### src/design/assert_macros.svh
// Assertion macros shared by the distance field parser RTL.
// Each macro expects a clock named i_clk in scope; OCRDF_ASSERT also an active-low reset i_rst_n.
`ifndef ASSERT_MACROS_SVH
`define ASSERT_MACROS_SVH

// Checked only while out of reset.
`define OCRDF_ASSERT(lbl, prop, msg) \
    lbl: assert property (@(posedge i_clk) disable iff (!i_rst_n) prop) else $error(msg);

// Checked on every edge, reset included.
`define OCRDF_ASSERT_ALWAYS(lbl, prop, msg) \
    lbl: assert property (@(posedge i_clk) prop) else $error(msg);

`endif

### src/design/ocrdf_pkg.sv
// Types, constants and character-class helpers for the distance field parser.
// No dependencies; used by every module of the block.
`default_nettype none

package ocrdf_pkg;

    localparam int LINE_LEN = 256;
    localparam logic [7:0] POS_CAP = (LINE_LEN - 1 > 255) ? 8'd255 : 8'(LINE_LEN - 1);

    localparam int ACC_W = 17;
    localparam logic [ACC_W-1:0] MAX_TENTHS = ACC_W'(1800);
    localparam logic [2:0] MAX_INT_DIGITS = 3'd4;

    localparam logic [7:0] CH_ZERO  = 8'h30;
    localparam logic [7:0] CH_NINE  = 8'h39;
    localparam logic [7:0] CH_ONE   = 8'h31;
    localparam logic [7:0] CH_FIVE  = 8'h35;
    localparam logic [7:0] CH_I     = 8'h69;
    localparam logic [7:0] CH_S     = 8'h53;
    localparam logic [7:0] CH_DOT   = 8'h2E;
    localparam logic [7:0] CH_DASH  = 8'h2D;
    localparam logic [7:0] CH_COLON = 8'h3A;
    localparam logic [7:0] CH_APOS  = 8'h27;
    localparam logic [7:0] CH_SPACE = 8'h20;
    localparam logic [7:0] CH_TAB   = 8'h09;
    localparam logic [7:0] CH_CR    = 8'h0D;

    typedef enum logic [2:0] {
        PH_IDLE,
        PH_INT,
        PH_SEP,
        PH_FRAC,
        PH_SKIP
    } t_phase;

    typedef enum logic [2:0] {
        ST_OK,
        ST_FIRST,
        ST_DIGITS,
        ST_FRAC,
        ST_CHAR,
        ST_RANGE,
        ST_AZIM
    } t_status;

    typedef struct packed {
        logic [7:0] char_code;
        logic       line_start;
    } t_item;

    typedef struct packed {
        t_status     status;
        logic [10:0] distance_tenths;
        logic [7:0]  azimuth_pos;
    } t_result;

    function automatic logic is_digit(input logic [7:0] c);
        return (c >= CH_ZERO) && (c <= CH_NINE);
    endfunction

    function automatic logic is_ws(input logic [7:0] c);
        return (c == CH_SPACE) || ((c >= CH_TAB) && (c <= CH_CR));
    endfunction

    function automatic logic is_sep(input logic [7:0] c);
        return (c == CH_DOT) || (c == CH_DASH) || (c == CH_COLON) || (c == CH_APOS);
    endfunction

    // OCR confusions inside the field: 'i' reads as 1, 'S' as 5
    function automatic logic [7:0] fix_ocr(input logic [7:0] c);
        logic [7:0] r;
        r = c;
        if (c == CH_I) begin
            r = CH_ONE;
        end else if (c == CH_S) begin
            r = CH_FIVE;
        end
        return r;
    endfunction

endpackage

`default_nettype wire

### src/design/ocrdf_in_stage.sv
// Input register for one character transaction.
// Depends on ocrdf_pkg for the item type.
`default_nettype none

module ocrdf_in_stage (
    input  wire logic            i_clk,
    input  wire logic            i_rst_n,
    input  wire logic            i_valid,
    output logic                 o_ready,
    input  wire logic [7:0]      i_char_code,
    input  wire logic            i_line_start,
    input  wire logic            i_take,
    output logic                 o_valid,
    output ocrdf_pkg::t_item     o_item
);

    logic             r_valid;
    ocrdf_pkg::t_item r_item;

    assign o_ready = !r_valid || i_take;
    assign o_valid = r_valid;
    assign o_item  = r_item;

    always_ff @(posedge i_clk) begin
        if (!i_rst_n) begin
            r_valid <= 1'b0;
        end else if (o_ready) begin
            r_valid <= i_valid;
        end
    end

    always_ff @(posedge i_clk) begin
        if (i_valid && o_ready) begin
            r_item.char_code  <= i_char_code;
            r_item.line_start <= i_line_start;
        end
    end

endmodule

`default_nettype wire

### src/design/ocrdf_parser.sv
// Parse state machine: one held character per cycle while i_go is high, accumulator and position counter.
// Depends on ocrdf_pkg and assert_macros.svh.
`default_nettype none
`include "assert_macros.svh"

module ocrdf_parser (
    input  wire logic              i_clk,
    input  wire logic              i_rst_n,
    input  wire logic              i_go,
    input  wire ocrdf_pkg::t_item  i_item,
    output logic                   o_emit,
    output ocrdf_pkg::t_result     o_result
);

    localparam int W = ocrdf_pkg::ACC_W;

    ocrdf_pkg::t_phase r_phase, n_phase;
    logic [W-1:0]      r_accum, n_accum;
    logic [2:0]        r_count, n_count;
    logic [7:0]        r_pos, n_pos;

    logic [7:0]        raw, c;
    logic              start, dig_c, ws_c, sep_c, dig_raw, ws_raw, over;
    logic [W-1:0]      accum_x10;
    ocrdf_pkg::t_status status;

    // character classes and shared datapath
    always_comb begin
        raw       = i_item.char_code;
        start     = i_item.line_start;
        c         = ocrdf_pkg::fix_ocr(raw);
        dig_c     = ocrdf_pkg::is_digit(c);
        ws_c      = ocrdf_pkg::is_ws(c);
        sep_c     = ocrdf_pkg::is_sep(c);
        dig_raw   = ocrdf_pkg::is_digit(raw);
        ws_raw    = ocrdf_pkg::is_ws(raw);
        over      = r_accum > ocrdf_pkg::MAX_TENTHS;
        accum_x10 = (r_accum << 3) + (r_accum << 1) + {{(W-4){1'b0}}, c[3:0]};
    end

    // next phase
    always_comb begin
        n_phase = r_phase;
        if (start) begin
            n_phase = dig_raw ? ocrdf_pkg::PH_INT : ocrdf_pkg::PH_IDLE;
        end else begin
            unique case (r_phase)
                ocrdf_pkg::PH_INT: begin
                    if (dig_c) begin
                        n_phase = (r_count == ocrdf_pkg::MAX_INT_DIGITS) ?
                                  ocrdf_pkg::PH_IDLE : ocrdf_pkg::PH_INT;
                    end else if (sep_c) begin
                        n_phase = ocrdf_pkg::PH_SEP;
                    end else if (ws_c) begin
                        n_phase = over ? ocrdf_pkg::PH_IDLE : ocrdf_pkg::PH_SKIP;
                    end else begin
                        n_phase = ocrdf_pkg::PH_IDLE;
                    end
                end
                ocrdf_pkg::PH_SEP: begin
                    n_phase = dig_c ? ocrdf_pkg::PH_FRAC : ocrdf_pkg::PH_IDLE;
                end
                ocrdf_pkg::PH_FRAC: begin
                    n_phase = (ws_c && !over) ? ocrdf_pkg::PH_SKIP : ocrdf_pkg::PH_IDLE;
                end
                ocrdf_pkg::PH_SKIP: begin
                    n_phase = ws_raw ? ocrdf_pkg::PH_SKIP : ocrdf_pkg::PH_IDLE;
                end
                default: begin
                    n_phase = ocrdf_pkg::PH_IDLE;
                end
            endcase
        end
    end

    // datapath updates and result
    always_comb begin
        o_emit  = 1'b0;
        status  = ocrdf_pkg::ST_OK;
        n_accum = r_accum;
        n_count = r_count;
        n_pos   = (r_pos < ocrdf_pkg::POS_CAP) ? r_pos + 8'd1 : r_pos;
        if (start) begin
            n_pos = '0;
            if (dig_raw) begin
                n_accum = {{(W-4){1'b0}}, raw[3:0]};
                n_count = 3'd1;
            end else begin
                n_accum = '0;
                n_count = '0;
                o_emit  = 1'b1;
                status  = ocrdf_pkg::ST_FIRST;
            end
        end else begin
            unique case (r_phase)
                ocrdf_pkg::PH_INT: begin
                    if (dig_c) begin
                        n_count = r_count + 3'd1;
                        if (r_count == ocrdf_pkg::MAX_INT_DIGITS) begin
                            o_emit = 1'b1;
                            status = ocrdf_pkg::ST_DIGITS;
                        end else begin
                            n_accum = accum_x10;
                        end
                    end else if (sep_c) begin
                        o_emit = 1'b0;
                    end else if (ws_c) begin
                        o_emit = over;
                        status = ocrdf_pkg::ST_RANGE;
                    end else begin
                        o_emit = 1'b1;
                        status = ocrdf_pkg::ST_CHAR;
                    end
                end
                ocrdf_pkg::PH_SEP: begin
                    if (dig_c) begin
                        n_accum = accum_x10;
                    end else begin
                        o_emit = 1'b1;
                        status = ocrdf_pkg::ST_FRAC;
                    end
                end
                ocrdf_pkg::PH_FRAC: begin
                    o_emit = !ws_c || over;
                    status = ws_c ? ocrdf_pkg::ST_RANGE : ocrdf_pkg::ST_FRAC;
                end
                ocrdf_pkg::PH_SKIP: begin
                    if (!ws_raw) begin
                        o_emit = 1'b1;
                        status = (dig_raw || raw == ocrdf_pkg::CH_S) ?
                                 ocrdf_pkg::ST_OK : ocrdf_pkg::ST_AZIM;
                    end
                end
                default: begin
                    o_emit = 1'b0;
                end
            endcase
        end
        o_result.status          = status;
        o_result.distance_tenths = (status == ocrdf_pkg::ST_OK) ? r_accum[10:0] : 11'd0;
        o_result.azimuth_pos     = (status == ocrdf_pkg::ST_OK) ? n_pos : 8'd0;
    end

    always_ff @(posedge i_clk) begin
        if (!i_rst_n) begin
            r_phase <= ocrdf_pkg::PH_IDLE;
            r_accum <= '0;
            r_count <= '0;
            r_pos   <= '0;
        end else if (i_go) begin
            r_phase <= n_phase;
            r_accum <= n_accum;
            r_count <= n_count;
            r_pos   <= n_pos;
        end
    end

    `OCRDF_ASSERT(a_emit_ends_line, i_go && o_emit |=> r_phase == ocrdf_pkg::PH_IDLE, "phase not idle after result")
    `OCRDF_ASSERT(a_int_count, r_phase == ocrdf_pkg::PH_INT |-> r_count >= 3'd1 && r_count <= ocrdf_pkg::MAX_INT_DIGITS, "digit count out of range in integer part")
    `OCRDF_ASSERT(a_ok_in_range, o_emit && o_result.status == ocrdf_pkg::ST_OK |-> r_accum <= ocrdf_pkg::MAX_TENTHS, "ok result above range limit")
    `OCRDF_ASSERT(a_skip_in_range, r_phase == ocrdf_pkg::PH_SKIP |-> !over, "skip phase entered with value over limit")

endmodule

`default_nettype wire

### src/design/ocrdf_out_stage.sv
// Result register holding one status/distance/azimuth transaction.
// Depends on ocrdf_pkg and assert_macros.svh.
`default_nettype none
`include "assert_macros.svh"

module ocrdf_out_stage (
    input  wire logic               i_clk,
    input  wire logic               i_rst_n,
    input  wire logic               i_load,
    input  wire ocrdf_pkg::t_result i_result,
    output logic                    o_space,
    output logic                    o_valid,
    input  wire logic               i_ready,
    output logic [2:0]              o_status,
    output logic [10:0]             o_distance_tenths,
    output logic [7:0]              o_azimuth_pos
);

    logic               r_valid;
    ocrdf_pkg::t_result r_result;

    assign o_space           = !r_valid || i_ready;
    assign o_valid           = r_valid;
    assign o_status          = r_result.status;
    assign o_distance_tenths = r_result.distance_tenths;
    assign o_azimuth_pos     = r_result.azimuth_pos;

    always_ff @(posedge i_clk) begin
        if (!i_rst_n) begin
            r_valid <= 1'b0;
        end else if (i_load) begin
            r_valid <= 1'b1;
        end else if (i_ready) begin
            r_valid <= 1'b0;
        end
    end

    always_ff @(posedge i_clk) begin
        if (i_load) begin
            r_result <= i_result;
        end
    end

    `OCRDF_ASSERT(a_no_overwrite, i_load |-> !r_valid || i_ready, "result overwritten before taken")
    `OCRDF_ASSERT_ALWAYS(a_reset_empty, !i_rst_n |=> !r_valid, "result register not empty after reset")
    `OCRDF_ASSERT(a_status_code, r_valid |-> r_result.status <= ocrdf_pkg::ST_AZIM, "undefined status code held")

endmodule

`default_nettype wire

### src/design/ocr_distance_field_parser_unit.sv
// Distance field parser: at most one result per line.
// Throughput one character per cycle while no result waits in the result register.
// An input register feeds the parse state machine, whose combinational update
// (one multiply by ten) writes the result register.
// Reset: synchronous active-low i_rst_n; parser idles until the next line start.
`default_nettype none

module ocr_distance_field_parser_unit (
    input  wire logic        i_clk,
    input  wire logic        i_rst_n,
    input  wire logic        i_in_valid,
    output logic             o_in_ready,
    input  wire logic [7:0]  i_char_code,
    input  wire logic        i_line_start,
    output logic             o_out_valid,
    input  wire logic        i_out_ready,
    output logic [2:0]       o_status,
    output logic [10:0]      o_distance_tenths,
    output logic [7:0]       o_azimuth_pos
);

    logic               held_valid, out_space, go, emit;
    ocrdf_pkg::t_item   held_item;
    ocrdf_pkg::t_result result;

    assign go = held_valid && out_space;

    ocrdf_in_stage u_in (
        .i_clk        (i_clk),
        .i_rst_n      (i_rst_n),
        .i_valid      (i_in_valid),
        .o_ready      (o_in_ready),
        .i_char_code  (i_char_code),
        .i_line_start (i_line_start),
        .i_take       (go),
        .o_valid      (held_valid),
        .o_item       (held_item)
    );

    ocrdf_parser u_parser (
        .i_clk    (i_clk),
        .i_rst_n  (i_rst_n),
        .i_go     (go),
        .i_item   (held_item),
        .o_emit   (emit),
        .o_result (result)
    );

    ocrdf_out_stage u_out (
        .i_clk             (i_clk),
        .i_rst_n           (i_rst_n),
        .i_load            (go && emit),
        .i_result          (result),
        .o_space           (out_space),
        .o_valid           (o_out_valid),
        .i_ready           (i_out_ready),
        .o_status          (o_status),
        .o_distance_tenths (o_distance_tenths),
        .o_azimuth_pos     (o_azimuth_pos)
    );

endmodule

`default_nettype wire
### config.mk
export PLATFORM = sky130hd
export DESIGN_NAME = ocr_distance_field_parser_unit
export DESIGN_NICKNAME = d
export VERILOG_FILES = /design/src/design/ocrdf_pkg.sv /design/src/design/ocrdf_in_stage.sv /design/src/design/ocrdf_parser.sv /design/src/design/ocrdf_out_stage.sv /design/src/design/ocr_distance_field_parser_unit.sv
export VERILOG_INCLUDE_DIRS = /design/src /design/src/design
export SDC_FILE = /design/constraint.sdc
export NUM_CORES = 1
export LEC_CHECK = 0
export BUFFER_PORTS_ARGS = -buffer_cell sky130_fd_sc_hd__buf_4
export CORE_ASPECT_RATIO = 0.9
export CORE_UTILIZATION = 50
export CTS_CLUSTER_SIZE = 12
export DETAILED_ROUTE_END_ITERATION = 7
export GPL_TIMING_DRIVEN = 0
export PLACE_DENSITY = 0.69
export SYNTH_ARGS = -nofsm -noshare
export SYNTH_HDL_FRONTEND = slang
export SYNTH_SLANG_ARGS = --single-unit
### constraint.sdc
create_clock -name i_clk -period 4.25 [get_ports i_clk]
set_input_delay 0.2125 -clock i_clk [delete_from_list [all_inputs] [get_ports i_clk]]
set_output_delay 0.2125 -clock i_clk [all_outputs]
set_load 0.03 [all_outputs]
# Yosys cells after proc, flatten, opt, wreduce, memory -nomap -nowiden
# Cells that the tools add are included.
totals:
  word_cells: 115
  reg_bits: 64
classes:
  n_lt_le_gt_ge: 10
  n_reduce_logical: 28
  add_sub_neg: 4
  eq_ne: 16
  n_mux: 46
op_table:
  columns: ["operator", "count"]
  rows:
  - ["$mux W17", 4]
  - ["$eq A8 B6 Y1 const B", 6]
  - ["$mux W3", 16]
  - ["$pmux W17 S2", 1]
  - ["$mux W8", 4]
  - ["$pmux W3 S4", 2]
  - ["$add A17 B17 Y17", 1]
  - ["$add A17 B4 Y17", 1]
  - ["$gt A17 B11 Y1 const B", 1]
  - ["$eq A8 B7 Y1 const B", 2]
  - ["$ge A8 B4 Y1 const B", 2]
  - ["$ge A8 B6 Y1 const B", 2]
  - ["$le A8 B4 Y1 const B", 2]
  - ["$le A8 B6 Y1 const B", 2]
  - ["$mux W1", 14]
  - ["$logic_or A1 B1 Y1", 9]
  - ["$add A8 B1 Y8 const B", 1]
  - ["$logic_and A1 B1 Y1", 8]
  - ["$lt A8 B8 Y1 const B", 1]
  - ["$eq A3 B2 Y1 const B", 2]
  - ["$eq A3 B3 Y1 const B", 2]
  - ["$mux W2", 3]
  - ["$ne A3 B2 Y1 const B", 2]
  - ["$reduce_bool A2 Y1", 3]
  - ["10 further kinds", 13]

# Longest topological paths before layout
depth:
  word_depth: 13
  ltp_mapped: 12
  mapped_depth_nobuf: 12

# By module
# From an unflattened synthesis, not the netlist that was laid out.
hier_totals:
  hier_cells: 421
  hier_area_um2: 4031.4
modules_own_cells:
  columns: ["mod", "cells_per_inst", "n_inst", "area_per_inst_um2"]
  rows:
  - ["ocrdf_parser", 379, 1, 2981.6]
  - ["ocrdf_out_stage", 26, 1, 709.4]
  - ["ocrdf_in_stage", 14, 1, 327.8]
  - ["ocr_distance_field_parser_unit", 2, 1, 12.5]

# Worst setup path after synthesis
# Ideal clock, no wire load.
synth_path:
  path_type: "register to register"
  start: "register u_in.r_item (netlist bit u_in.o_item[7])"
  end: "register u_out.r_result (netlist bit u_out.o_azimuth_pos[0]), enable pin"
  required_ns: 3.821
  path_buffers: 0
  synth_period_minus_slack_ns: 3.637
  t_arrival_ns: 3.209
  path_stages_with_launch: 7
  setup_ns: 0.429
  path_slack_ns: 0.613
  path_cell_list: "edfxtp_1 > nand3b_4 > a211o_1 > nor4b_2 > a21o_1 > a2111oi_2 > nor3_1"
synth_between:
  elab_chain_cells: 12
  word_cells_on_any_way: 38
  cone_classes: "order compare: 8; eq/ne: 8; mux: 10; reduce/logical: 12"
synth_rtl:
  columns: ["element", "line_no", "rtl"]
  rows:
  - ["start, declared", "ocrdf_in_stage.sv:18", "ocrdf_pkg::t_item r_item;"]
  - ["$eq A8 B7 Y1", "ocrdf_pkg.sv:75", "end else if (c == CH_S) begin"]
  - ["$mux W8", "ocrdf_pkg.sv:75", null]
  - ["$mux W8", "ocrdf_pkg.sv:73", "if (c == CH_I) begin"]
  - ["$ge A8 B4 Y1 (tied with other cells)", "ocrdf_pkg.sv:62", "return (c == CH_SPACE) || ((c >= CH_TAB) && (c <= CH_CR));"]
  - ["$logic_and A1 B1 Y1 / $logic_or A1 B1 Y1 (equally long branches)", "ocrdf_pkg.sv:62, ocrdf_pkg.sv:66", null]
  - ["$logic_or A1 B1 Y1 (on tied branches)", "ocrdf_pkg.sv:62, ocrdf_pkg.sv:66", null]
  - ["$mux W1 / $logic_or A1 B1 Y1 (equally long branches)", "ocrdf_parser.sv:107, ocrdf_pkg.sv:66", null]
  - ["$mux W1", "ocrdf_parser.sv:105", "end else if (sep_c) begin"]
  - ["$mux W1", "ocrdf_parser.sv:97", "if (dig_c) begin"]
  - ["$pmux W1 S4", "ocrdf_parser.sv:95", "unique case (r_phase)"]
  - ["$mux W1 *", "ocrdf_parser.sv:83", "if (start) begin"]
  - ["$logic_and A1 B1 Y1 *", "ocr_distance_field_parser_unit.sv:52", ".i_load (go && emit),"]
  - ["net u_out.i_load", "ocrdf_out_stage.sv:9", "input wire logic i_load,"]
  - ["end signal, assigned", "ocrdf_out_stage.sv:40", "r_result <= i_result;"]
  - ["end, declared", "ocrdf_out_stage.sv:20", "ocrdf_pkg::t_result r_result;"]
# Mark *: on every way through the listed nets, which the timed path passes. The rest lies on a longest branch.
# A chain may end at the register's enable or synchronous reset.

# Worst setup path in the final report
layout_path:
  start: "register u_in.r_item (netlist bit u_in.o_item[8])"
  end: "register u_parser.r_accum[15]"
layout_between:
  elab_chain_cells: 8
  word_cells_on_any_way: 16
  cone_classes: "add/sub: 1; order compare: 2; eq/ne: 4; mux: 7; reduce/logical: 2"
layout_rtl:
  columns: ["element", "line_no", "rtl"]
  rows:
  - ["$eq A8 B7 Y1", "ocrdf_pkg.sv:75", null]
  - ["$mux W8", "ocrdf_pkg.sv:75", null]
  - ["$mux W8 *", "ocrdf_pkg.sv:73", null]
  - ["$add A17 B4 Y17", "ocrdf_parser.sv:38", "accum_x10 = (r_accum << 3) + (r_accum << 1) + {{(W-4){1'b0}}, c[3:0]};"]
  - ["$mux W17", "ocrdf_parser.sv:99", "if (r_count == ocrdf_pkg::MAX_INT_DIGITS) begin"]
  - ["$mux W17", "ocrdf_parser.sv:97", null]
  - ["$pmux W17 S2", "ocrdf_parser.sv:95", null]
  - ["$mux W17", "ocrdf_parser.sv:83", null]
  - ["end signal, assigned", "ocrdf_parser.sv:152", "r_accum <= n_accum;"]
  - ["end, declared", "ocrdf_parser.sv:18", "logic [W-1:0] r_accum, n_accum;"]
# Every way passes the cells marked *; elsewhere a longest branch is shown, timed or not. The select of a mux whose other input is x is not followed.

==> flow_metrics.tcl <==
set metrics [dict create \
    core_area_um2 7730 \
    clock_latency_ns 0.35 \
    setup-violations-final 0 \
    n_antenna_cell 0 \
    drt_iter0_drc 184 \
    layout-drive-gt1-share 0.175 \
    cts_buffer_depth 2 \
    mostFrequentLayoutCells "buf_4 (37), dfxtp_1 (33), ha_1 (31), edfxtp_1 (31), nand2_1 (26)" \
    portBuffers 36 \
    fin_crit_sh 0.918 \
    min_period_ns 3.90 \
    place_congestion 0.888 \
    drtPass1Iterations 5 \
    wl_per_cell_um 16.8 \
    cp_max_fo 10 \
    io_pins 37 \
    grt_overflow 0 \
    cpLargestDelayFamily "compound AO/OA/AOI/OAI gates" \
    hold_class "primary input to flip-flop" \
    syn-num-nets 456 \
    postLayoutCoreUtil 0.616 \
    fp.dieArea_um2 8560 \
    worst_setup_path_start_kind "flip-flop" \
    fin_nets 505 \
    synth_cells 410 \
    worstPathCellList "clkbuf_1 -> or2_2 -> o41ai_1 -> fa_1 -> inv_1 -> ha_1 -> a211o_1 -> a2111oi_2 -> o211ai_1 -> a41oi_1 -> xor2_1 -> o2bb2ai_1" \
    ys.flop_type "dfxtp_1" \
    crit_slowest_cell "a2111oi_2" \
    route.vias.total 3325 \
    grt_pass1_wl_mm 15.5 \
    slew_headroom 0.527 \
    skew_ns 0.00911 \
    yosysSeqAreaShare 0.389 \
    yosysWarnings 0 \
    status "completed" \
    async_reset_ff_frac 0 \
    grt_start_max_net_pins 13 \
    dp_hpwl_mm 6.80 \
    crit_buf_inv 2 \
    slew_viol_final 0 \
    cts_buffers 9 \
    dieWidth_um 97.4 \
    via_per_inst 5.94 \
    totalPowerFinal_w 0.00142 \
    first_global_vias 3174 \
    tritoncts "done" \
    path_class "flip-flop to flip-flop" \
    dpl_worst_slack_ns 0.0452 \
    timing.hold.ws_ns 0.0422 \
    routed_wirelength_mm 9.42 \
    cts_resized 0 \
    row_count 30 \
    cp-end-kind "flip-flop" \
    synth-seq-cells 64 \
    cap_violations 0 \
    start_util 0.530 \
    netlist_area_um2 4100 \
    max_freq_mhz 256 \
    p_per_area_nw_per_um2 299 \
    synth-edff-count 31 \
    vdd_ir_drop_max_mv 0.167 \
    worstMarginPinSlew_ns 0.706 \
    crit_required_ns 4.48 \
    die-height_um 87.9 \
    post-cts-setup-buffer-count 0 \
    cts.sinks 64 \
    rsz0062_at_grt "false" \
    htree_levels 3 \
    final_common_cell "buf_4" \
    tns_ns 0 \
    ant_nets 0 \
    post-route-drc-count 0 \
    cp.arrival_ns 4.14 \
    area_growth_pct 16.2 \
    grt.total_usage 0.231 \
    clk_pin_slew_worst_paths_ns 0.07 \
    root_buffer "clkbuf_8" \
    p_leak_nw 1.92 \
    synth.distinct_cells 79 \
    hold_buffers 0 \
    setup_ws_ns 0.347 \
    antenna_found_initial 0 \
    slowest_delay_ns 0.49 \
    hold_viol 0 \
    syn_area_per_cell_um2 9.99 \
]
[cell families after synthesis]
family	count (synthesis)	share of synthesized area
AND/OR/NAND/NOR	147	0.221
adder cells (fa/ha/maj)	33	0.104
buffers and inverters	29	0.0296
multiplexers	3	0.00764
AO/OA/AOI/OAI	117	0.213
flip-flops	64	0.389
XOR/XNOR	17	0.0363
[state kept, by name, summed over array words and instances (netlist names)]
signal,cells
u_parser.r_accum,17
u_parser.r_count,3
u_out.o_azimuth_pos,8
u_parser.r_pos,8
u_in.o_valid,1
u_out.o_valid,1
u_out.o_distance_tenths,11
u_in.o_item,9
u_parser.r_phase,3
u_out.o_status,3
[worst register-to-register path, cell delays in order, from the launching register on]
cell       delay (ns)
edfxtp_1         0.38
clkbuf_1         0.23
or2_2            0.35
o41ai_1          0.43
fa_1             0.48
inv_1            0.11
ha_1             0.26
a211o_1          0.32
a2111oi_2        0.49
o211ai_1         0.21
a41oi_1          0.29
xor2_1           0.18
o2bb2ai_1        0.07
[area by class of cell]
class | instances | area [um^2]
Inverter | 11 | 41.3
Fill cell | 648 | 2970
Buffer | 18 | 80.1
Clock buffer | 10 | 149
Timing Repair Buffer | 38 | 297
Tap cell | 96 | 120
Sequential cell | 64 | 1590
Clock inverter | 6 | 88.8
Multi-Input combinational cell | 317 | 2390
[through the flow]
stage | instance area [um^2] | std cells
global placement | 4490 | 542
finish | 4760 | 560
detailed placement | 4520 | 544
CTS | 4760 | 560
floorplan | 4100 | 410
global route | 4760 | 560
[cells in the mapped netlist, types with 3 or more instances]
cell type / number / area, um^2
o2bb2ai_1: 5 / 43.8
a22oi_1: 10 / 75.1
nor3_1: 11 / 55.1
edfxtp_1: 31 / 931
o21a_1: 4 / 30.0
clkbuf_1: 13 / 48.8
xnor2_1: 11 / 96.3
o21bai_1: 3 / 22.5
nand3_1: 4 / 20.0
inv_1: 11 / 41.3
a21o_1: 9 / 67.6
a21boi_1: 4 / 30.0
ha_1: 31 / 388
nor2b_1: 21 / 131
dfxtp_1: 33 / 661
nor4_2: 3 / 37.5
xor2_1: 6 / 52.6
a21oi_1: 19 / 95.1
nor4_1: 8 / 50.1
nor2_1: 19 / 71.3
nand4_1: 4 / 25.0
o21ai_0: 19 / 95.1
nand2b_1: 5 / 31.3
a211oi_1: 3 / 22.5
or2_2: 4 / 25.0
and2_1: 15 / 93.8
nand2_1: 26 / 97.6
a31oi_1: 6 / 37.5
a21boi_0: 4 / 30.0
and3_1: 5 / 31.3
o41ai_1: 3 / 26.3
[path summary, 6_finish.rpt]
check                       startpoint                    to  slack (ns)  cells after the start
setup / recovery        u_in.o_item[8]  u_parser.r_accum[15]        0.35                     12
hold / removal          i_char_code[4]        u_in.o_item[5]        0.04                      1
setup reg to reg        u_in.o_item[8]  u_parser.r_accum[15]        0.35                     12
hold reg to reg   u_parser.r_accum[16]  u_parser.r_accum[16]        0.47                      1
[routing by layer]
| metal | vias up | wire, um | global-route usage |
|---|---|---|---|
| li1 | 1656 | - | - |
| met1 | 1587 | 4550 | 0.306 |
| met2 | 73 | 4410 | 0.380 |
| met3 | 9 | 334 | 0.0535 |
| met4 | 0 | 126 | 0.0682 |
| met5 | - | 0 | 0 |
[power breakdown]
| group | switching (W) | internal [W] |
|---|---|---|
| combinational | 0.0000808 | 0.0000490 |
| clock | 0.000257 | 0.000367 |
| sequential | 0.0000114 | 0.000660 |
| total | 0.000349 | 0.00108 |
No activity file was read; power rests on OpenSTA's default activity.
